$ cat src/assert_macros.svh
// Assertion macros shared by the interpolator RTL.
// Each macro expects signals named clk and rst_n in the including scope.
`ifndef ASSERT_MACROS_SVH
`define ASSERT_MACROS_SVH

// Same-cycle implication, checked while out of reset.
`define HI_ASSERT_IMP(lbl, ante, cons, msg) \
    lbl: assert property (@(posedge clk) disable iff (!rst_n) (ante) |-> (cons)) \
        else $error(msg);

// Next-cycle implication, checked while out of reset.
`define HI_ASSERT_NXT(lbl, ante, cons, msg) \
    lbl: assert property (@(posedge clk) disable iff (!rst_n) (ante) |=> (cons)) \
        else $error(msg);

`endif

$ cat src/hi_pkg.sv
// Package for the Hermite interpolator: widths, fixed-point constants, register codes.
// Used by the channel interfaces, hi_coef and hermite_interpolator; depends on nothing.
`timescale 1ns / 1ps
`default_nettype none

package hi_pkg;

    localparam int SAMPLE_WIDTH   = 16;
    localparam int FRACTION_WIDTH = 16;
    localparam int COEF_BITS      = 14;
    localparam int WEIGHT_BITS    = 24;
    localparam int TANGENT_BITS   = ((35 - SAMPLE_WIDTH) < COEF_BITS) ?
                                    (35 - SAMPLE_WIDTH) : COEF_BITS;
    localparam int TAN_SHIFT      = COEF_BITS - TANGENT_BITS;

    // Configuration port
    localparam int CFG_WIDTH       = 16;
    localparam int CFG_INDEX_WIDTH = 8;

    typedef enum logic [CFG_INDEX_WIDTH-1:0] {
        REG_TENSION = CFG_INDEX_WIDTH'(0),
        REG_BIAS    = CFG_INDEX_WIDTH'(1)
    } cfg_reg_t;

    // Tangent factors
    localparam int FACT_W      = COEF_BITS + 4;
    localparam int FACT_PROD_W = 2 * FACT_W;
    localparam logic signed [FACT_W-1:0] COEF_ONE = FACT_W'(1 << COEF_BITS);
    localparam logic signed [FACT_W-1:0] FACT_RESET =
        FACT_W'((1 << (2 * COEF_BITS)) >> (COEF_BITS + 1));
    localparam logic signed [FACT_PROD_W-1:0] FACT_RND = FACT_PROD_W'(1) << COEF_BITS;

    // Data path widths
    localparam int DIFF_W  = SAMPLE_WIDTH + 1;
    localparam int TPROD_W = DIFF_W + FACT_W;
    localparam int TAN_W   = TPROD_W + 1;
    localparam int WU_W    = WEIGHT_BITS + 1;
    localparam int SQ_W    = 2 * WEIGHT_BITS;
    localparam int CUBE_W  = WU_W + WEIGHT_BITS;
    localparam int H_W     = WEIGHT_BITS + 4;
    localparam int LO_W    = 18;
    localparam int HI_W    = TAN_W - LO_W;
    localparam int HD_W    = H_W + DIFF_W;
    localparam int HLO_W   = H_W + LO_W + 1;
    localparam int HHI_W   = H_W + HI_W;
    localparam int OUT_SHIFT = WEIGHT_BITS + TANGENT_BITS;
    localparam int SUM_W   = SAMPLE_WIDTH + OUT_SHIFT + 6;
    localparam int V_W     = SUM_W - OUT_SHIFT;

    localparam logic [SQ_W:0]   SQ_RND   = (SQ_W + 1)'(1) << (WEIGHT_BITS - 1);
    localparam logic [CUBE_W:0] CUBE_RND = (CUBE_W + 1)'(1) << (WEIGHT_BITS - 1);
    localparam logic signed [TAN_W-1:0] TAN_RND = (TAN_W'(1) << TAN_SHIFT) >> 1;
    localparam logic signed [SUM_W-1:0] OUT_RND = SUM_W'(1) << (OUT_SHIFT - 1);

    localparam logic signed [SAMPLE_WIDTH-1:0] SAMPLE_MAX =
        {1'b0, {(SAMPLE_WIDTH - 1){1'b1}}};
    localparam logic signed [SAMPLE_WIDTH-1:0] SAMPLE_MIN =
        {1'b1, {(SAMPLE_WIDTH - 1){1'b0}}};

    localparam int NUM_STAGES = 7;

    typedef struct packed {
        logic signed [FACT_W-1:0] fp;
        logic signed [FACT_W-1:0] fq;
    } coef_t;

endpackage

`default_nettype wire

$ cat src/hi_cfg_if.sv
// Configuration write channel: register index and write data per transaction.
// Depends on hi_pkg for field widths.
`timescale 1ns / 1ps
`default_nettype none

interface hi_cfg_if;
    logic                                 valid;
    logic                                 ready;
    logic [hi_pkg::CFG_INDEX_WIDTH-1:0]   index;
    logic signed [hi_pkg::CFG_WIDTH-1:0]  data;

    modport source (output valid, index, data, input ready);
    modport sink   (input valid, index, data, output ready);
endinterface

`default_nettype wire

$ cat src/hi_coef.sv
// Tension and bias registers plus the two tangent factors derived from them.
// Depends on hi_pkg, hi_cfg_if and assert_macros.svh.
`timescale 1ns / 1ps
`default_nettype none
`include "assert_macros.svh"

module hi_coef (
    input  wire logic      clk,
    input  wire logic      rst_n,
    hi_cfg_if.sink         cfg,
    output hi_pkg::coef_t  coef
);

    logic signed [hi_pkg::CFG_WIDTH-1:0]   tension_reg, tension_next;
    logic signed [hi_pkg::CFG_WIDTH-1:0]   bias_reg, bias_next;
    hi_pkg::coef_t                         coef_reg, coef_next;
    logic                                  wr_tension, wr_bias;
    logic signed [hi_pkg::FACT_W-1:0]      plus_b, minus_b, minus_t;
    logic signed [hi_pkg::FACT_PROD_W-1:0] prod_p, prod_q;

    assign cfg.ready = 1'b1;

    assign wr_tension = cfg.valid && (cfg.index == hi_pkg::REG_TENSION);
    assign wr_bias    = cfg.valid && (cfg.index == hi_pkg::REG_BIAS);

    // The factors are recomputed from the value being written, so they are
    // current at the same edge as the register itself.
    always_comb
    begin
        tension_next = wr_tension ? cfg.data : tension_reg;
        bias_next    = wr_bias ? cfg.data : bias_reg;
        plus_b  = hi_pkg::COEF_ONE + hi_pkg::FACT_W'(bias_next);
        minus_b = hi_pkg::COEF_ONE - hi_pkg::FACT_W'(bias_next);
        minus_t = hi_pkg::COEF_ONE - hi_pkg::FACT_W'(tension_next);
        prod_p  = hi_pkg::FACT_PROD_W'(plus_b) * hi_pkg::FACT_PROD_W'(minus_t);
        prod_q  = hi_pkg::FACT_PROD_W'(minus_b) * hi_pkg::FACT_PROD_W'(minus_t);
        coef_next.fp = hi_pkg::FACT_W'((prod_p + hi_pkg::FACT_RND) >>> (hi_pkg::COEF_BITS + 1));
        coef_next.fq = hi_pkg::FACT_W'((prod_q + hi_pkg::FACT_RND) >>> (hi_pkg::COEF_BITS + 1));
    end

    always_ff @(posedge clk or negedge rst_n)
    begin
        if (!rst_n)
        begin
            tension_reg <= '0;
            bias_reg    <= '0;
            coef_reg.fp <= hi_pkg::FACT_RESET;
            coef_reg.fq <= hi_pkg::FACT_RESET;
        end
        else if (wr_tension || wr_bias)
        begin
            tension_reg <= tension_next;
            bias_reg    <= bias_next;
            coef_reg    <= coef_next;
        end
    end

    assign coef = coef_reg;

    `HI_ASSERT_NXT(a_unknown_index_ignored,
        cfg.valid && cfg.ready && cfg.index != hi_pkg::REG_TENSION &&
        cfg.index != hi_pkg::REG_BIAS,
        $stable(coef_reg) && $stable(tension_reg) && $stable(bias_reg),
        "write to an unknown register index changed the coefficients")
    `HI_ASSERT_IMP(a_unit_tension_flat,
        tension_reg == hi_pkg::COEF_ONE,
        coef_reg.fp == '0 && coef_reg.fq == '0,
        "unit tension must give zero tangent factors")

endmodule

`default_nettype wire

$ cat src/flat_wrapper.sv
// flat-port wrapper written by rule: the top's interface ports become plain ports
module hi_coef_flat 
  (clk, rst_n, coef, cfg_valid, cfg_index, cfg_data, cfg_ready);
  hi_cfg_if cfg_i ();
  input  wire logic clk;
  input  wire logic rst_n;
  output hi_pkg::coef_t coef;
  input wire logic [$bits(cfg_i.valid)-1:0] cfg_valid;
  input wire logic [$bits(cfg_i.index)-1:0] cfg_index;
  input wire logic [$bits(cfg_i.data)-1:0] cfg_data;
  output wire logic [$bits(cfg_i.ready)-1:0] cfg_ready;
  assign cfg_i.valid = cfg_valid;
  assign cfg_i.index = cfg_index;
  assign cfg_i.data = cfg_data;
  assign cfg_ready = cfg_i.ready;
  hi_coef u_core (.clk(clk), .rst_n(rst_n), .cfg(cfg_i), .coef(coef));
endmodule
$ cat config.mk
export PLATFORM = sky130hd
export DESIGN_NAME = hi_coef_flat
export DESIGN_NICKNAME = d
export VERILOG_FILES = /design/src/hi_pkg.sv /design/src/hi_cfg_if.sv /design/src/hi_coef.sv /design/src/flat_wrapper.sv
export VERILOG_INCLUDE_DIRS = /design/src /design/src/src
export SDC_FILE = /design/constraint.sdc
export NUM_CORES = 2
export LEC_CHECK = 0
export BUFFER_PORTS_ARGS = -buffer_cell sky130_fd_sc_hd__buf_2
export CAP_MARGIN = 15
export CORE_ASPECT_RATIO = 0.5
export CORE_UTILIZATION = 65
export CTS_BUF_LIST = sky130_fd_sc_hd__clkbuf_4
export CTS_CLUSTER_DIAMETER = 150
export DETAILED_ROUTE_END_ITERATION = 8
export PLACE_DENSITY = 0.87
export SYNTH_ARGS = -nofsm -noshare
export SYNTH_HDL_FRONTEND = slang
export SYNTH_SLANG_ARGS = --single-unit
$ cat constraint.sdc
create_clock -name clk -period 26.8 [get_ports clk]
set_clock_uncertainty 0.1 [all_clocks]
set_input_delay 4.02 -clock clk [delete_from_list [all_inputs] [get_ports clk]]
set_output_delay 4.02 -clock clk [all_outputs]
set_load 0.02 [all_outputs]
==> impl_metrics.env <==
export IMPL_max_stage_delay_ns=0.76
export IMPL_hold_buffers=0
export IMPL_placed_area_sq_mm=0.0251
export IMPL_synth_seq_area_share_pct=7.08
export IMPL_power_density_mw_per_mm2=110
export IMPL_finalInstanceArea_sq_mm=0.0252
export IMPL_pin_count=64
export IMPL_fin_nets=3450
export IMPL_total_leakage_power_nw=13.5
export IMPL_num_rows=49
export IMPL_finalCritPeriodShare_pct=55.6
export IMPL_critPathKind="input port to flop"
export IMPL_dieArea_sq_mm=0.0379
export IMPL_place_inst=3158
export IMPL_yosysUniqueCellTypes=74
export IMPL_ir_drop_mv=0.303
export IMPL_design_core_area_sq_mm=0.0362
export IMPL_viasPerCell=5.81
export IMPL_layout_common_cells="683 x inv_1, 580 x fa_1, 387 x nand2_1"
export IMPL_cap_viol_max_count=0
export IMPL_maxSlewHeadroom_pct=20.1
export IMPL_p_total_mw=2.76
export IMPL_syn_area_per_cell_sq_um=9.04
export IMPL_crit_path_start="cfg_index[5]"
export IMPL_grtUsageTotal_pct=35.4
export IMPL_area_growth_pct=4.67
export IMPL_clkTransAtPathRegs_ns=0.13
export IMPL_hold_start="u_core.coef[31]"
export IMPL_top_usage_layer="met2"
export IMPL_outcome="finished, violations left"
export IMPL_arrival_ns=15.25
export IMPL_fin_ws_ns=11.90
export IMPL_fmaxAchievable_mhz=67.1
export IMPL_grt_pass1_vias=19776
export IMPL_drt_total_wl_microns=61800
export IMPL_ys_top_cells_by_area="fa_1 48%, inv_1 11%, ha_1 8.2%, dfrtp_1 6.9%, nand2_1 6.0%"
export IMPL_tightest_slew_ns=1.16
export IMPL_rsz0062_at_grt="false"
export IMPL_post_cts_resize_count=0
export IMPL_syn_area_sq_mm=0.0241
export IMPL_portBuffers=62
export IMPL_yosys_warnings=0
export IMPL_cp_max_fo=31
export IMPL_grtUsageMet1_pct=48.4
export IMPL_tns_ns=0
export IMPL_cts_root_buf="clkbuf_4"
export IMPL_synthFlopType="dfrtp_1"
export IMPL_final_util_pct=69.7
export IMPL_yosys_area_top_type_share_pct=48.2
export IMPL_die_w_microns=274
export IMPL_clockBufferDepth=2
export IMPL_reg2reg_from="u_core.tension_reg[0]"
export IMPL_cp_top_family="adder cells"
export IMPL_cp_slowest_cell="or3_1"
export IMPL_htree_levels=3
export IMPL_setup_violations=0
export IMPL_crit_top_cell="fa_1"
export IMPL_crit_path_start_kind="input port"
export IMPL_cp_data_required_time_ns=27.15
export IMPL_die_y_microns=138
export IMPL_layout_cells_most_common="inv_1"
export IMPL_first_pass_iters=9
export IMPL_dr_first_iter_drc_count=1745
export IMPL_cts_sinks=68
export IMPL_timing_hold_violations_final=0
export IMPL_largest_reg_flops=36
export IMPL_grt_max_degree=78
export IMPL_grt_pass1_wl_microns=102000
export IMPL_drc_errors=4
export IMPL_drive_gt1_share_pct=6.25
export IMPL_synth_seq_cells=68
export IMPL_ant_nets=0
export IMPL_cts_setup_buffers=0
export IMPL_gp_congestion=1.01
export IMPL_cts_made_buffers=9
export IMPL_grt_overflow_total=0
export IMPL_synth_edf_count=0
export IMPL_violations="design-rule violations"
export IMPL_antenna_found_initial=2
export IMPL_synthCells=2662
export IMPL_synth_area_leader_cell="fa_1"
export IMPL_detailed_place_hpwl_microns=50500
export IMPL_grtUsageMet3_pct=10.2
export IMPL_start_util_pct=66.6
export IMPL_insertion_delay_ns=0.58
export IMPL_fin_crit_ns=14.90
export IMPL_finalMaxSlewViolations=0
export IMPL_cts_tree="built"
export IMPL_wire_per_inst_microns=19.4
export IMPL_hold_worst_slack_ns=0.379
export IMPL_instances_no_fill=3177
export IMPL_use_met2_pct=53.9
export IMPL_synth_nets=3427
export IMPL_endpoint_kind="flop"
export IMPL_hp_class="flop to flop"
export IMPL_vias=18456
export IMPL_preCtsSetupSlack_ns=11.55
export IMPL_synthArstFlopShare_pct=100
export IMPL_path_buf_inv=7
## kinds of logic (layout without fill, tap and decap cells)
logic type	count (synthesis)	after routing	synth area share, %
simple gates	761	761	13.8
fa+ha+maj	738	738	56.4
buf+inv	784	811	12.3
other cells	1	5	0.0156
mux	38	38	1.70
flops	68	68	7.08
compound gates	178	178	5.08
xor+xnor	94	94	3.59
## final timing paths
path | to | slack (ns) | depth (start not counted)
setup / recovery | u_core.coef[16] | 11.90 | 32
hold / removal | u_core.coef[31] | 0.38 | 2
setup reg to reg | u_core.coef[16] | 16.54 | 28
hold reg to reg | u_core.coef[31] | 0.38 | 2
max in group asynchronous | u_core.tension_reg[5] | 22.42 | 1
min in group asynchronous | u_core.coef[26] | 3.49 | 1
## per-layer routing
layer	share of wire, %	wire length (microns)	vias up
met3	13	7810	218
li1	-	-	7875
met2	45	27900	1108
met4	4.6	2830	0
met1	38	23200	9255
met5	0	0	-
## worst min-delay path, delay by kind of cell (launching register included)
kind	cells	cell delay [ns]
compound gates	1	0.05
flops	1	0.39
simple gates	1	0.05
## power by group
part / switching [mW] / leakage, nW / total [mW] / internal, mW
logic: 1.52 / 12.5 / 2.56 / 1.03
clock network: 0.0529 / 0.0760 / 0.0814 / 0.0285
registers: 0.00713 / 0.931 / 0.123 / 0.116
total: 1.58 / 13.5 / 2.76 / 1.18
## synthesized netlist by cell type (26+ instances only)
cell type / count
dfrtp_1: 66
xnor2_1: 76
mux2i_1: 26
fa_1: 580
nand2_1: 388
a21oi_1: 47
clkbuf_1: 93
inv_1: 683
o21ai_0: 35
and2_1: 68
ha_1: 158
nor2_1: 193
## final cells by class
| class | count | area [sq um] |
|---|---|---|
| tap | 484 | 606 |
| multi-input combinational | 1810 | 19500 |
| fill | 2634 | 11000 |
| antenna | 4 | 10.0 |
| inverter | 685 | 2570 |
| sequential | 68 | 1700 |
| timing repair buffer | 111 | 681 |
| clock inverter | 5 | 53.8 |
| clock buffer | 10 | 75.1 |
Note: power is estimated with default switching activity, not from simulation.
